--- config.mk ---
export PLATFORM = sky130hd
export DESIGN_NAME = ccw_isqrt
export DESIGN_NICKNAME = d
export VERILOG_FILES = /design/src/design/ccw_pkg.sv /design/src/design/ccw_isqrt.sv
export SDC_FILE = /design/constraint.sdc
export NUM_CORES = 2
export LEC_CHECK = 0
export BUFFER_PORTS_ARGS = -buffer_cell sky130_fd_sc_hd__buf_2
export CAP_MARGIN = 20
export CORE_UTILIZATION = 58
export DETAILED_ROUTE_END_ITERATION = 12
export GPL_TIMING_DRIVEN = 0
export PLACE_DENSITY_LB_ADDON = 0.2
export RECOVER_POWER = 25
export SKIP_LAST_GASP = 1
export SLEW_MARGIN = 20
export SYNTH_ARGS = -nofsm -noshare
export SYNTH_HDL_FRONTEND = slang
export SYNTH_SLANG_ARGS = --single-unit
export TNS_END_PERCENT = 50
--- constraint.sdc ---
create_clock -name clk -period 6.9 [get_ports clk]
set_input_delay 1.38 -clock clk [delete_from_list [all_inputs] [get_ports clk]]
set_output_delay 1.38 -clock clk [all_outputs]
set_load 0.03 [all_outputs]
--- src/design/ccw_pkg.sv ---
package ccw_pkg;

  localparam int DEF_TABLE_ENTRIES = 1024;

  localparam int COORD_W = 32;
  localparam int REG_W   = 31;
  localparam int SUM_W   = 64;
  localparam int ROOT_W  = 32;
  localparam int WEIGHT_W = 17;

  localparam logic [REG_W-1:0]    RADIUS_RESET = 31'd262144;
  localparam logic [REG_W-1:0]    WIDTH_RESET  = 31'd65536;
  localparam logic [WEIGHT_W-1:0] WEIGHT_ONE   = 17'd65536;

  // register select taken from the word address
  typedef enum logic {
    REG_RADIUS = 1'b0,
    REG_WIDTH  = 1'b1
  } reg_sel_t;

  // control that rides with each item down the pipeline
  typedef struct packed {
    logic valid;
    logic one;
    logic tap;
    logic in_radius;
  } item_flags_t;

endpackage

--- src/design/ccw_isqrt.sv ---
module ccw_isqrt (
  input  logic                     clk,
  input  logic                     rst,
  input  logic                     en,
  input  logic [63:0]              in_sum,
  input  ccw_pkg::item_flags_t     in_flags,
  output logic [31:0]              out_root,
  output ccw_pkg::item_flags_t     out_flags
);
  import ccw_pkg::*;

  logic [SUM_W-1:0]  rem  [ROOT_W+1];
  logic [ROOT_W-1:0] root [ROOT_W+1];
  item_flags_t       fl   [ROOT_W+1];

  assign rem[0]  = in_sum;
  assign root[0] = '0;
  assign fl[0]   = in_flags;

  // resolve one root bit per stage, most significant first
  for (genvar i = 0; i < ROOT_W; i++) begin : g_bit
    localparam int B = ROOT_W - 1 - i;
    logic [SUM_W-1:0] trial;
    logic             fits;

    assign trial = (SUM_W'(root[i]) << (B + 1)) + (SUM_W'(1) << (2 * B));
    assign fits  = rem[i] >= trial;

    always_ff @(posedge clk) begin
      if (rst) begin
        fl[i+1].valid <= 1'b0;
      end else if (en) begin
        fl[i+1] <= fl[i];
      end
    end

    always_ff @(posedge clk) begin
      if (en) begin
        rem[i+1]  <= fits ? rem[i] - trial : rem[i];
        root[i+1] <= fits ? (root[i] | (ROOT_W'(1) << B)) : root[i];
      end
    end
  end

  assign out_root  = root[ROOT_W];
  assign out_flags = fl[ROOT_W];

endmodule

# Yosys cells after proc, flatten, opt, wreduce, memory -nomap -nowiden
# Cells that the tools add are included.
# classes
n_addsub	62
mul	0
div	0
magnitude_cmp	32
n_eq_ne	0
shift	0
muxes	32
bitwise	1
reduce_logical	1
# ops
op	n
$mux 64	31
$add 63x61->64 const B	1
$ge 64x34->1	1
$ge 64x35->1	1
$ge 64x36->1	1
$ge 64x37->1	1
$ge 64x38->1	1
$ge 64x39->1	1
$ge 64x40->1	1
$ge 64x41->1	1
$ge 64x42->1	1
$ge 64x43->1	1
$ge 64x44->1	1
$ge 64x45->1	1
$ge 64x46->1	1
$ge 64x47->1	1
$ge 64x48->1	1
$ge 64x49->1	1
$ge 64x50->1	1
$ge 64x51->1	1
$ge 64x52->1	1
$ge 64x53->1	1
$ge 64x54->1	1
$ge 64x55->1	1
other kinds (74)	74
# word_totals
regBits	3136
latch_bits	0
ramBits	0
rom_bits	0
input_bits	71
memories	0

# Logic depth before layout (Yosys ltp)
# logic_depth
depth_word	3
depth_mapped	14

# Least setup slack after synthesis
# No wires, ideal clock.
# synth_path
kind	input-to-reg
from	input en
to	register fl[100] (netlist name), enable pin
setup_time_ps	562
arrival_ps	6388
required_time_ps	6338
path_slack_ps	-50
cell_stages	3
n_path_buf	2
path_cell_list	clkbuf_1 buf_1 nor2b_1
# synth_between
elab_chain_cells	1
# synth_lines
item	line	source
start, declared	ccw_isqrt.sv:4	input logic en,
$reduce_and 2->1 (no line)	-	
end signal, assigned by index	ccw_isqrt.sv:33	fl[i+1] <= fl[i];
end, declared	ccw_isqrt.sv:14	item_flags_t fl [ROOT_W+1];
# Every way passes these cells.
# A chain may end at the register's enable or synchronous reset.

# Final worst setup path
# layout_path
from	register root[88] (netlist name)
to	register rem[87] (netlist name) (data pin)
# layout_between
elab_chain_cells	3
# layout_lines
item	line	source
start, declared	ccw_isqrt.sv:13	logic [ROOT_W-1:0] root [ROOT_W+1];
start signal, assigned by index	ccw_isqrt.sv:40	root[i+1] <= fits ? (root[i] | (ROOT_W'(1) << B)) : root[i];
$add 34x3->35	ccw_isqrt.sv:26	assign trial = (SUM_W'(root[i]) << (B + 1)) + (SUM_W'(1) << (2 * B));
$ge 64x35->1	ccw_isqrt.sv:27	assign fits = rem[i] >= trial;
named net g_bit[30].fits	ccw_isqrt.sv:24	logic fits;
$mux 64	ccw_isqrt.sv:39	rem[i+1] <= fits ? rem[i] - trial : rem[i];
end signal, assigned by index	ccw_isqrt.sv:39	
end, declared	ccw_isqrt.sv:12	logic [SUM_W-1:0] rem [ROOT_W+1];
# The timed path passes the listed nets, and every way through them passes these cells.

==> flow_summary.json <==
{
  "synth_top_cell_area_share_pct": 62.64,
  "gr-usage-all-layers_pct": 29.23,
  "route.top_layer_used": "met5",
  "numPortBuffers": 105,
  "crit_type": "reg -> reg",
  "required_ns": 7.49,
  "finalCoreUtilization_pct": 64.79,
  "max-cap-violations": 0,
  "fin_setup_tns_ns": 0,
  "clk_latency_ns": 0.93,
  "yosysTopAreaCell": "edfxtp_1",
  "p_clk_share_pct": 31.9,
  "met2WireLength_um": 155100,
  "yosys_register_bits": 2640,
  "wl_met1_um": 134100,
  "core_area_um2": 214400,
  "hold_class": "reg -> reg",
  "boundaryPins": 107,
  "die_area_um2": 217400,
  "p_sw_mw": 14.04,
  "reg2reg_depth": 11,
  "syn-num-nets": 10470,
  "place.gp.congestion": 0.9260,
  "wirelength_um": 320200,
  "setup_viol": 0,
  "timing.rr.end": "rem[87]$_DFFE_PP_",
  "p_leak_nw": 51.91,
  "synth_area_per_cell_um2": 12.70,
  "drc": 0,
  "end_kind": "flop",
  "place_ws_ns": 1.171,
  "ant_nets": 0,
  "cp_max_fo": 10,
  "seqPwrFrac_pct": 46.8,
  "reg2reg_slack_ns": 1.08,
  "clock_skew_ns": 0.07036,
  "antenna_found_initial": 8,
  "powerDensity_nw_per_um2": 339.3,
  "relSlewSlack_pct": 23.31,
  "r2r_start": "root[88]$_DFFE_PP_",
  "wire_per_inst_um": 24.06,
  "outcome": "completed",
  "async_flop_share_pct": 0,
  "crit_start": "root[88]$_DFFE_PP_",
  "synth.area.top_cells": "edfxtp_1 (63%), ha_1 (5.6%), xnor2_1 (3.4%)",
  "fin_crit_ns": 5.821,
  "fmax_mhz": 171.8,
  "drt-initial-drc-count": 7975,
  "grt_pass1_vias": 77975,
  "grt_overflow_total": 0,
  "p_total_mw": 47.14,
  "grt_pass1_wl_um": 478800,
  "synthesis.area_um2": 125000,
  "intPower_mw": 33.10,
  "setup_ws_ns": 1.079,
  "fin_hold_ws_ns": 0.4066,
  "met3_wirelength_um": 17900,
  "cts.sinks": 2640,
  "die_w_um": 466.3,
  "clockRootBuffer": "clkbuf_16",
  "endpoint": "rem[87]$_DFFE_PP_",
  "ys_types": 97,
  "syn-instance-count": 9841,
  "period_share_pct": 84.36,
  "rsz0062_at_grt": "false",
  "worst_pin_slew_ns": 1.140,
  "fp-row-count": 170,
  "netSwitchingFraction_pct": 29.79,
  "fin_nets": 10893,
  "cts_setup_buffers": 0,
  "holdBufCountCts": 0,
  "syn2layout_area_growth_pct": 11.11,
  "firstDrtPassIters": 6,
  "synth_edf_count": 2608,
  "cts_tree": "done",
  "dpl.hpwl_um": 244100,
  "synth_warnings": 0,
  "hold_viol": 0,
  "max-vdd-ir-drop_mv": 0.2651,
  "clkTransAtPathRegs_ns": 0.07,
  "via_per_inst": 6.070,
  "start_util_pct": 58.31,
  "cts_made_buffers": 293,
  "drive_gt1_share_pct": 6.830,
  "cts-resized-gates": 0,
  "grt_max_degree": 159,
  "vias": 80788,
  "ys.flop_type": "edfxtp_1",
  "cts_max_path_buffers": 4,
  "p_comb_share_pct": 21.3,
  "ctsHtreeMaxLevel": 5,
  "slew_violations": 0,
  "arrival_ns": 6.41,
  "yosysSeqAreaShare_pct": 63.15,
  "die_h_um": 466.3,
  "crit_path_start_kind": "flop"
}
[cell usage after synthesis, drive strengths merged (217+ instances only)]
cell	n
edfxtp	2608
inv	702
nor2	697
a21oi	663
nand2	581
ha	558
xnor2	482
xor2	411
o21ai	382
nor4	360
nor3	249
a21o	217
[area by class of cell]
type | count | area (um^2)
tap | 2838 | 3551
clock inverter | 150 | 1374
multi-input combinational | 6283 | 42640
buffer | 216 | 867.1
antenna | 2 | 5.005
inverter | 702 | 2635
sequential | 2640 | 78960
timing repair buffer | 128 | 1095
fill | 15926 | 75490
clock buffer | 350 | 7800
[flip-flops by register name (all words and copies together) (netlist names)]
register / flops
root: 496
out_root: 32
fl: 124
rem: 1984
out_flags: 4
[routing by layer]
| metal | track usage (%) | vias up |
|---|---|---|
| met5 | 0 | - |
| met4 | 11.53 | 2 |
| met3 | 3.755 | 595 |
| met2 | 48.84 | 2683 |
| met1 | 38.94 | 39758 |
| li1 | - | 37750 |
[power groups by stage]
stage	clock, mW	sequential (mW)	combinational [mW]
after floorplan	0	21.4	7.11
after global placement	0	23.5	9.74
after detailed placement	0	22.3	9.86
after CTS	15.3	22.0	9.96
after global routing	15.9	22.2	11.1
final	15.0	22.1	10.1
[critical path, stage by stage, from the launching register on]
cell      delay (ns)
edfxtp_1        0.44
inv_1           0.07
ha_1            0.27
clkbuf_1        0.31
nand4_1         0.31
or4_1           0.65
a211oi_1        0.88
o21bai_1        0.43
nand2_1         0.69
clkbuf_1        0.70
buf_2           0.52
a21oi_1         0.21
[worst min-delay path by stage]
stage	from	endpoint	slack (ns)	cells past startpoint
floorplan	fl[104]$_DFFE_PP_	fl[100]$_DFFE_PP_	0.40	0
global placement	fl[5]$_DFFE_PP_	out_flags[1]$_DFFE_PP_	0.40	0
detailed placement	fl[36]$_DFFE_PP_	fl[32]$_DFFE_PP_	0.40	0
CTS	fl[50]$_DFFE_PP_	fl[46]$_DFFE_PP_	0.40	0
global route	fl[94]$_DFFE_PP_	fl[90]$_DFFE_PP_	0.41	0
finish	fl[50]$_DFFE_PP_	fl[46]$_DFFE_PP_	0.41	0
[metrics by stage]
| step | instances | cell area [um^2] |
|---|---|---|
| after floorplan | 9841 | 125000 |
| final | 13309 | 138900 |
| after global routing | 13309 | 138900 |
| after CTS | 13307 | 138900 |
| after detailed placement | 12807 | 129800 |
| after global placement | 12784 | 129100 |
[cells by family after synthesis]
kind of cell | count (synthesis) | synth area share (%)
AOI/OAI and AO/OA | 1829 | 9.158
xor gates and xnor gates | 893 | 6.256
adders and majority gates | 558 | 5.584
buffers and inverters | 918 | 2.801
DFF | 2640 | 63.15
muxes | 127 | 1.105
and+or+nand+nor | 2876 | 11.95
[placed cells by master, fill, tap and decap left out, types with 45 or more instances in the layout]
master,n
inv_1,701
nor2b_1,82
xor2_1,411
nand2_1,580
nand4_1,155
ha_1,558
o21a_1,105
or3_1,96
and3_1,45
nor4b_1,56
edfxtp_1,2608
xnor2_1,482
o211ai_1,49
clkbuf_16,304
mux2_2,87
nor4_1,352
nand2b_1,106
buf_2,105
clkinv_1,58
a21oi_1,661
o21bai_1,51
a211oi_1,54
o21ai_0,377
nor2_1,697
clkbuf_1,238
a21o_1,217
nand3_1,161
or4_1,60
nor3_1,249
Power figures use the tool's default switching activity.
